[src/rtl/sirs_pkg.sv]
// ============================================================================
// sirs_pkg: shared types and constants for the radix symbol converter
// Widths, register codes, reset values, controller states and the command
// and status words between the controller and the datapath.
// ============================================================================
package sirs_pkg;

    localparam int VALUE_BITS  = 32;
    localparam int MAX_SYMBOLS = 16;

    localparam int LEN_W     = 5;
    localparam int SYM_W     = 8;
    localparam int CFG_W     = 64;
    localparam int CFG_IDX_W = 2;

    localparam int DIGIT_W    = $clog2(MAX_SYMBOLS);
    localparam int REM_W      = DIGIT_W + 1;
    localparam int STEP_BITS  = 4;
    localparam int DIV_STEPS  = (VALUE_BITS + STEP_BITS - 1) / STEP_BITS;
    localparam int WORK_W     = DIV_STEPS * STEP_BITS;
    localparam int STEP_CNT_W = (DIV_STEPS > 1) ? $clog2(DIV_STEPS) : 1;
    localparam int MAX_DIGITS = VALUE_BITS;
    localparam int CNT_W      = $clog2(MAX_DIGITS + 1);
    localparam int STK_W      = $clog2(MAX_DIGITS);

    localparam logic [LEN_W-1:0] RST_ALPHABET_LENGTH = 5'd10;
    localparam logic [CFG_W-1:0] RST_SYMBOLS_LOW     = 64'h3736_3534_3332_3130;
    localparam logic [CFG_W-1:0] RST_SYMBOLS_HIGH    = 64'h0000_0000_0000_3938;

    localparam logic [SYM_W-1:0] MINUS_SYMBOL = 8'h2D;
    localparam logic [SYM_W-1:0] PLUS_SYMBOL  = 8'h2B;
    localparam logic [LEN_W-1:0] MIN_RADIX    = 5'd2;

    typedef enum logic [CFG_IDX_W-1:0] {
        CFG_ALPHABET_LENGTH = 2'd0,
        CFG_SYMBOLS_LOW     = 2'd1,
        CFG_SYMBOLS_HIGH    = 2'd2
    } cfg_idx_t;

    typedef enum logic [2:0] {
        ST_IDLE,
        ST_CHECK,
        ST_DIVIDE,
        ST_PUSH,
        ST_SIGN,
        ST_EMIT
    } state_t;

    typedef struct packed {
        logic load;
        logic div_step;
        logic push;
        logic emit_sign;
        logic emit_digit;
    } cmd_t;

    typedef struct packed {
        logic alpha_ok;
        logic neg;
        logic div_last;
        logic q_zero;
        logic cnt_last;
        logic out_free;
    } stat_t;

endpackage

[src/rtl/sirs_ctrl.sv]
// ============================================================================
// sirs_ctrl: sequencing controller
// Accepts a word, checks the alphabet and drops the word if it is invalid,
// else runs the digit division loop, then emits any minus sign and the stacked digits.
// ============================================================================
module sirs_ctrl
(
    input  logic            clk,
    input  logic            rst_n,
    input  logic            in_valid,
    output logic            in_ready,
    input  sirs_pkg::stat_t stat,
    output sirs_pkg::cmd_t  cmd
);

    sirs_pkg::state_t state_reg;
    sirs_pkg::state_t state_next;

    always_ff @(posedge clk or negedge rst_n)
    begin
        if (!rst_n)
        begin
            state_reg <= sirs_pkg::ST_IDLE;
        end
        else
        begin
            state_reg <= state_next;
        end
    end

    always_comb
    begin
        state_next = state_reg;
        cmd        = '0;
        in_ready   = 1'b0;
        case (state_reg)
            sirs_pkg::ST_IDLE:
            begin
                in_ready = 1'b1;
                if (in_valid)
                begin
                    cmd.load   = 1'b1;
                    state_next = sirs_pkg::ST_CHECK;
                end
            end
            sirs_pkg::ST_CHECK:
            begin
                state_next = stat.alpha_ok ? sirs_pkg::ST_DIVIDE : sirs_pkg::ST_IDLE;
            end
            sirs_pkg::ST_DIVIDE:
            begin
                cmd.div_step = 1'b1;
                if (stat.div_last)
                begin
                    state_next = sirs_pkg::ST_PUSH;
                end
            end
            sirs_pkg::ST_PUSH:
            begin
                cmd.push = 1'b1;
                if (!stat.q_zero)
                begin
                    state_next = sirs_pkg::ST_DIVIDE;
                end
                else if (stat.neg)
                begin
                    state_next = sirs_pkg::ST_SIGN;
                end
                else
                begin
                    state_next = sirs_pkg::ST_EMIT;
                end
            end
            sirs_pkg::ST_SIGN:
            begin
                if (stat.out_free)
                begin
                    cmd.emit_sign = 1'b1;
                    state_next    = sirs_pkg::ST_EMIT;
                end
            end
            sirs_pkg::ST_EMIT:
            begin
                if (stat.out_free)
                begin
                    cmd.emit_digit = 1'b1;
                    if (stat.cnt_last)
                    begin
                        state_next = sirs_pkg::ST_IDLE;
                    end
                end
            end
            default:
            begin
                state_next = sirs_pkg::ST_IDLE;
            end
        endcase
    end

endmodule

[src/rtl/sirs_dp.sv]
// ============================================================================
// sirs_dp: conversion datapath
// Configuration registers, alphabet check, remainder unit working four
// quotient bits a cycle, digit stack and output register.
// ============================================================================
module sirs_dp
(
    input  logic                                   clk,
    input  logic                                   rst_n,
    input  logic                                   cfg_we,
    input  logic [sirs_pkg::CFG_IDX_W-1:0]         cfg_index,
    input  logic [sirs_pkg::CFG_W-1:0]             cfg_data,
    input  logic signed [sirs_pkg::VALUE_BITS-1:0] value,
    input  sirs_pkg::cmd_t                         cmd,
    output sirs_pkg::stat_t                        stat,
    output logic                                   out_valid,
    input  logic                                   out_ready,
    output logic [sirs_pkg::SYM_W-1:0]             symbol,
    output logic                                   last
);

    logic [sirs_pkg::LEN_W-1:0]      len_reg;
    logic [sirs_pkg::CFG_W-1:0]      sym_lo_reg;
    logic [sirs_pkg::CFG_W-1:0]      sym_hi_reg;

    logic [sirs_pkg::SYM_W-1:0]      sym_tab [sirs_pkg::MAX_SYMBOLS];
    logic                            alpha_ok;

    logic [sirs_pkg::VALUE_BITS-1:0] v_u;
    logic [sirs_pkg::VALUE_BITS-1:0] mag;

    logic                            neg_reg;
    logic [sirs_pkg::WORK_W-1:0]     q_reg;
    logic [sirs_pkg::WORK_W-1:0]     q_next;
    logic [sirs_pkg::DIGIT_W-1:0]    rem_reg;
    logic [sirs_pkg::DIGIT_W-1:0]    rem_next;
    logic [sirs_pkg::STEP_CNT_W-1:0] step_reg;

    logic [sirs_pkg::DIGIT_W-1:0]    stack_reg [sirs_pkg::MAX_DIGITS];
    logic [sirs_pkg::CNT_W-1:0]      cnt_reg;
    logic [sirs_pkg::STK_W-1:0]      pop_idx;
    logic                            cnt_last;

    logic                            out_valid_reg;
    logic [sirs_pkg::SYM_W-1:0]      symbol_reg;
    logic                            last_reg;
    logic                            out_free;

    // configuration
    always_ff @(posedge clk or negedge rst_n)
    begin
        if (!rst_n)
        begin
            len_reg    <= sirs_pkg::RST_ALPHABET_LENGTH;
            sym_lo_reg <= sirs_pkg::RST_SYMBOLS_LOW;
            sym_hi_reg <= sirs_pkg::RST_SYMBOLS_HIGH;
        end
        else if (cfg_we)
        begin
            case (cfg_index)
                sirs_pkg::CFG_ALPHABET_LENGTH: len_reg    <= cfg_data[sirs_pkg::LEN_W-1:0];
                sirs_pkg::CFG_SYMBOLS_LOW:     sym_lo_reg <= cfg_data;
                sirs_pkg::CFG_SYMBOLS_HIGH:    sym_hi_reg <= cfg_data;
                default:
                begin
                end
            endcase
        end
    end

    always_comb
    begin
        for (int k = 0; k < sirs_pkg::MAX_SYMBOLS; k++)
        begin
            if (k < 8)
            begin
                sym_tab[k] = sym_lo_reg[8*(k%8) +: 8];
            end
            else
            begin
                sym_tab[k] = sym_hi_reg[8*(k%8) +: 8];
            end
        end
    end

    // alphabet check: radix range, reserved signs, duplicates in use
    always_comb
    begin
        alpha_ok = (len_reg >= sirs_pkg::MIN_RADIX)
                && (len_reg <= sirs_pkg::LEN_W'(sirs_pkg::MAX_SYMBOLS));
        for (int a = 0; a < sirs_pkg::MAX_SYMBOLS; a++)
        begin
            if (sirs_pkg::LEN_W'(a) < len_reg)
            begin
                if (sym_tab[a] == sirs_pkg::MINUS_SYMBOL || sym_tab[a] == sirs_pkg::PLUS_SYMBOL)
                begin
                    alpha_ok = 1'b0;
                end
                for (int b = a + 1; b < sirs_pkg::MAX_SYMBOLS; b++)
                begin
                    if (sirs_pkg::LEN_W'(b) < len_reg && sym_tab[b] == sym_tab[a])
                    begin
                        alpha_ok = 1'b0;
                    end
                end
            end
        end
    end

    // magnitude
    assign v_u = value;
    assign mag = v_u[sirs_pkg::VALUE_BITS-1] ? (~v_u + sirs_pkg::VALUE_BITS'(1)) : v_u;

    // restoring remainder steps, STEP_BITS quotient bits a cycle
    always_comb
    begin
        logic [sirs_pkg::REM_W-1:0] t;
        logic                       ge;
        q_next   = q_reg;
        rem_next = rem_reg;
        for (int i = 0; i < sirs_pkg::STEP_BITS; i++)
        begin
            t  = {rem_next, q_next[sirs_pkg::WORK_W-1]};
            ge = (sirs_pkg::LEN_W'(t) >= len_reg);
            if (ge)
            begin
                t = t - sirs_pkg::REM_W'(len_reg);
            end
            rem_next = t[sirs_pkg::DIGIT_W-1:0];
            q_next   = {q_next[sirs_pkg::WORK_W-2:0], ge};
        end
    end

    always_ff @(posedge clk)
    begin
        if (cmd.load)
        begin
            neg_reg <= v_u[sirs_pkg::VALUE_BITS-1];
            q_reg   <= sirs_pkg::WORK_W'(mag);
            rem_reg <= '0;
        end
        else if (cmd.div_step)
        begin
            q_reg   <= q_next;
            rem_reg <= rem_next;
        end
        else if (cmd.push)
        begin
            rem_reg <= '0;
        end
    end

    always_ff @(posedge clk)
    begin
        if (cmd.push)
        begin
            stack_reg[cnt_reg[sirs_pkg::STK_W-1:0]] <= rem_reg;
        end
    end

    always_ff @(posedge clk or negedge rst_n)
    begin
        if (!rst_n)
        begin
            step_reg <= '0;
            cnt_reg  <= '0;
        end
        else
        begin
            if (cmd.load || cmd.push)
            begin
                step_reg <= '0;
            end
            else if (cmd.div_step)
            begin
                step_reg <= step_reg + sirs_pkg::STEP_CNT_W'(1);
            end

            if (cmd.load)
            begin
                cnt_reg <= '0;
            end
            else if (cmd.push)
            begin
                cnt_reg <= cnt_reg + sirs_pkg::CNT_W'(1);
            end
            else if (cmd.emit_digit)
            begin
                cnt_reg <= cnt_reg - sirs_pkg::CNT_W'(1);
            end
        end
    end

    assign pop_idx  = sirs_pkg::STK_W'(cnt_reg - sirs_pkg::CNT_W'(1));
    assign cnt_last = (cnt_reg == sirs_pkg::CNT_W'(1));

    // output register
    assign out_free = !out_valid_reg || out_ready;

    always_ff @(posedge clk or negedge rst_n)
    begin
        if (!rst_n)
        begin
            out_valid_reg <= 1'b0;
        end
        else if (cmd.emit_sign || cmd.emit_digit)
        begin
            out_valid_reg <= 1'b1;
        end
        else if (out_ready)
        begin
            out_valid_reg <= 1'b0;
        end
    end

    always_ff @(posedge clk)
    begin
        if (cmd.emit_sign)
        begin
            symbol_reg <= sirs_pkg::MINUS_SYMBOL;
            last_reg   <= 1'b0;
        end
        else if (cmd.emit_digit)
        begin
            symbol_reg <= sym_tab[stack_reg[pop_idx]];
            last_reg   <= cnt_last;
        end
    end

    assign out_valid = out_valid_reg;
    assign symbol    = symbol_reg;
    assign last      = last_reg;

    assign stat.alpha_ok = alpha_ok;
    assign stat.neg      = neg_reg;
    assign stat.div_last = (step_reg == sirs_pkg::STEP_CNT_W'(sirs_pkg::DIV_STEPS - 1));
    assign stat.q_zero   = (q_reg == '0);
    assign stat.cnt_last = cnt_last;
    assign stat.out_free = out_free;

`ifndef SYNTHESIS
    a_pop_nonempty: assert property (@(posedge clk) disable iff (!rst_n)
        cmd.emit_digit |-> (cnt_reg != '0))
        else $error("digit popped from empty stack");

    a_slot_free: assert property (@(posedge clk) disable iff (!rst_n)
        (cmd.emit_sign || cmd.emit_digit) |-> out_free)
        else $error("output register overwritten while held");

    a_last_marked: assert property (@(posedge clk) disable iff (!rst_n)
        (cmd.emit_digit && cnt_last) |=> (out_valid_reg && last_reg))
        else $error("final digit not marked last");
`endif

endmodule

[src/rtl/signed_int_to_radix_symbols.sv]
// ============================================================================
// signed_int_to_radix_symbols: signed integer to radix symbol run
// Converts one signed word to its digits in the configured alphabet.
// ============================================================================
// Each accepted word first has its alphabet checked. For each digit the
// remainder unit then works through the 32-bit magnitude four quotient bits
// at a time and stacks the digit. The symbols are then emitted, one per
// cycle while the output is taken. A word with an invalid alphabet produces
// no output and frees the input again. One word is in flight at a time.
module signed_int_to_radix_symbols
(
    input  logic                                   clk,
    input  logic                                   rst_n,
    input  logic                                   cfg_we,
    input  logic [sirs_pkg::CFG_IDX_W-1:0]         cfg_index,
    input  logic [sirs_pkg::CFG_W-1:0]             cfg_data,
    input  logic                                   in_valid,
    output logic                                   in_ready,
    input  logic signed [sirs_pkg::VALUE_BITS-1:0] value,
    output logic                                   out_valid,
    input  logic                                   out_ready,
    output logic [sirs_pkg::SYM_W-1:0]             symbol,
    output logic                                   last
);

    sirs_pkg::cmd_t  cmd;
    sirs_pkg::stat_t stat;

    sirs_ctrl u_ctrl
    (
        .clk      (clk),
        .rst_n    (rst_n),
        .in_valid (in_valid),
        .in_ready (in_ready),
        .stat     (stat),
        .cmd      (cmd)
    );

    sirs_dp u_dp
    (
        .clk       (clk),
        .rst_n     (rst_n),
        .cfg_we    (cfg_we),
        .cfg_index (cfg_index),
        .cfg_data  (cfg_data),
        .value     (value),
        .cmd       (cmd),
        .stat      (stat),
        .out_valid (out_valid),
        .out_ready (out_ready),
        .symbol    (symbol),
        .last      (last)
    );

endmodule

[config.mk]
export PLATFORM = sky130hd
export DESIGN_NAME = signed_int_to_radix_symbols
export DESIGN_NICKNAME = d
export VERILOG_FILES = /design/src/rtl/sirs_pkg.sv /design/src/rtl/sirs_ctrl.sv /design/src/rtl/sirs_dp.sv /design/src/rtl/signed_int_to_radix_symbols.sv
export SDC_FILE = /design/constraint.sdc
export NUM_CORES = 1
export LEC_CHECK = 0
export BUFFER_PORTS_ARGS = -buffer_cell sky130_fd_sc_hd__clkbuf_2
export CAP_MARGIN = 20
export CORE_MARGIN = 2
export CORE_UTILIZATION = 40
export CTS_BUF_LIST = sky130_fd_sc_hd__clkbuf_2 sky130_fd_sc_hd__clkbuf_4 sky130_fd_sc_hd__clkbuf_8
export DETAILED_ROUTE_END_ITERATION = 7
export HOLD_SLACK_MARGIN = 0.02
export RECOVER_POWER = 25
export SYNTH_ARGS = -nofsm -noshare
export SYNTH_HDL_FRONTEND = slang
export SYNTH_SLANG_ARGS = --single-unit
[constraint.sdc]
create_clock -name clk -period 18.91 [get_ports clk]
set_input_delay 0 -clock clk [delete_from_list [all_inputs] [get_ports clk]]
set_output_delay 0 -clock clk [all_outputs]
set_load 0.01 [all_outputs]
==> run metrics <==
status=complete, but fails checks; failing checks=max-capacitance violations, max-slew violations; Initial Util=40.42%; Clock Latency Late Sink=0.72 ns; combinational share of power=62.1%; pre-CTS setup slack=11.63 ns; Clock transition at path regs=0.06 ns; worst reg2reg setup slack=11.33 ns; number of flops mapped to enable cells by yosys=161; Yosys warning total=0; Synth cell types=70; Switching Share=47.28%; LEAKAGE=11.35 nW; Worst Setup End Kind=register; placed instance area=29100 um^2; Post-CTS Resized=0; Final WS setup=11.33 ns; critical path depth=33; number of nets in the layout=3096; GRT Residual Overflow=0; root buffer cell=clkbuf_8; cells after synthesis=2860; final total power=5.060 mW; most frequent cells in the layout=xnor2_1 (606), xor2_1 (405), edfxtp_1 (161); Via Count=23990; clock share of power=13.9%; largest cells by area after synthesis=xnor2_1 (19%), edfxtp_1 (17%), xor2_1 (13%), dfrtp_1 (9.8%), mux2_2 (6.0%); Setup crit start kind=register; pin count of the biggest net entering global routing=68; CP Data Arrival Time=8.16 ns; Reg2Reg Launch Point=u_dp.rem_reg[0]; Slew @ Worst Pin=3.865 ns; placed cell count=3700; Final Util=46.19%; Wirelength per Cell=27.32 um; min cycle time layout=7.583 ns; setup TNS=0 ns; mapped cell area=27720 um^2; drt first-iter violations=2563; WHS=0.06839 ns; final hold viol count=0; Largest delay share family, worst path=compound AO/OA/AOI/OAI gates; #FFs+latches synth=320; Hold Path Class=in2reg; cts bufs inserted=55; die width=267.3 um; slowest cell on the critical path=clkbuf_1; Ports=114; PD cells=159.7 nW/um^2; area grow syn2layout=14.26%; final WL=107700 um; most used flip-flop cell after synthesis=edfxtp_1; critical path's most frequent cell=o21ai_0; Worst VDD drop=227.9 uV; Final Skew=0.05178 ns; max reg flops=128; die extent in y=267.3 um; Final setup viols=0; r2r worst-path depth=33; Max Freq=131.9 MHz; # hold bufs at CTS=129; CP bufs+invs=3; initial antenna violation count=7; syn_area_per_cell=9.694 um^2; capture point of the worst path=u_dp.rem_reg[0]; post-synth top area cell=xnor2_1; crit share post-route=40.10%; type of the worst setup path=reg2reg; crit-path max FO=32; WP data required=19.49 ns; GP Congestion=0.9957; Reg power frac=24.0%; port bufs=113; DP Wirelength=68220 um; TritonCTS Sinks=320; Post-synth ARST share=45.63%; drt first pass iters=5; commonest non-fill, non-tap cell in the layout=xnor2_1; FF-to-FF End=u_dp.rem_reg[0]; Pins Over Slew Limit=83; Vias/cell=6.084; CTS tree=built; DRC viols=0; first-pass GRT wire length=158700 um; sequential share of the synthesized area=31.72%; Placement Rows=96; Worst Setup SP=u_dp.rem_reg[0]; GR Util All Layers=29.87%; Int Power=2.668 mW; top-area cell type share of the netlist area=19.14%; fraction of layout cells with a size suffix above 1=18.75%; vias in the first global route=23900; final instance area=31680 um^2; Setup Buffers After CTS=0; core box area=68590 um^2; H-tree level count=2; Max Root-Sink Buffers=3; syn_nets=2995; die area=71430 um^2; antenna viol nets, final=0; slowest stage delay, CP=0.94 ns; RSZ-0062 raised after global routing=false; post-route non-filler standard cell count=3942; Rel. slew slack=-157.7%; max_cap viols=2; Sw Pwr=2.393 mW
==> worst min-delay path by stage <==
stage	start	end	slack, ns	cells past startpoint
6_report	cfg_data[11]	u_dp.sym_lo_reg[11]	0.07	3
5_1_grt	cfg_data[42]	u_dp.sym_lo_reg[42]	0.07	3
3_5_place_dp	rst_n	u_dp.sym_lo_reg[35]	0.12	1
3_3_place_gp	rst_n	u_dp.sym_lo_reg[35]	0.11	1
4_1_cts	cfg_data[11]	u_dp.sym_lo_reg[11]	0.03	3
2_1_floorplan	rst_n	u_ctrl.state_reg[0]	-0.30	0
==> synth_stat cells (14+ instances only) <==
| library cell | count |
|---|---|
| clkbuf_1 | 191 |
| dfstp_2 | 37 |
| or3_1 | 14 |
| xnor2_1 | 606 |
| ha_1 | 28 |
| nand4b_1 | 14 |
| nor2_1 | 73 |
| a31oi_1 | 37 |
| buf_1 | 111 |
| o21ai_0 | 72 |
| edfxtp_1 | 161 |
| nor4_1 | 121 |
| mux2i_1 | 75 |
| nor3_1 | 65 |
| a21oi_1 | 37 |
| xor2_1 | 405 |
| dfrtp_1 | 109 |
| nand2_1 | 98 |
| mux2_2 | 147 |
| inv_1 | 27 |
| nand4_1 | 159 |
| mux4_2 | 29 |
| nand3_1 | 46 |
==> cell type report <==
cell class | instances | area [um^2]
flip-flops and latches | 320 | 8795
inverters | 27 | 101.3
well taps | 931 | 1165
clock buffers | 89 | 1081
clock inverters | 15 | 160.2
multi-input cells | 2190 | 17580
diodes | 3 | 7.507
fillers | 6349 | 36910
repair buffers | 367 | 2793
==> layer usage <==
metal	share of wire, %	track usage, %	up-vias
met5	0.050	0	-
met4	6.0	16.16	8
met3	11	7.282	430
met2	43	44.32	1557
met1	41	39.93	11790
li1	-	-	10210
==> logic make-up after synthesis <==
family                     share of synthesized area [%]
AOI/OAI and AO/OA                                  5.506
xor gates and xnor gates                           32.00
adders and majority gates                          1.553
buffers and inverters                              4.991
DFF                                                31.72
muxes                                              11.03
and+or+nand+nor                                    13.20
==> power groups by stage <==
| stage | logic [mW] | clock network [mW] | registers [mW] |
|---|---|---|---|
| final | 3.14 | 0.703 | 1.22 |
| after global routing | 3.38 | 0.748 | 1.22 |
| after CTS | 3.05 | 0.720 | 1.23 |
| after detailed placement | 3.01 | 0 | 1.24 |
| after global placement | 2.93 | 0 | 1.23 |
| after floorplan | 2.49 | 0 | 0.990 |
==> tightest hold or removal path, stage by stage <==
cell,delay (ns)
dlygate4sd3_1,0.52
clkbuf_2,0.10
mux2_2,0.13
Note: power is estimated with default switching activity, not from simulation.
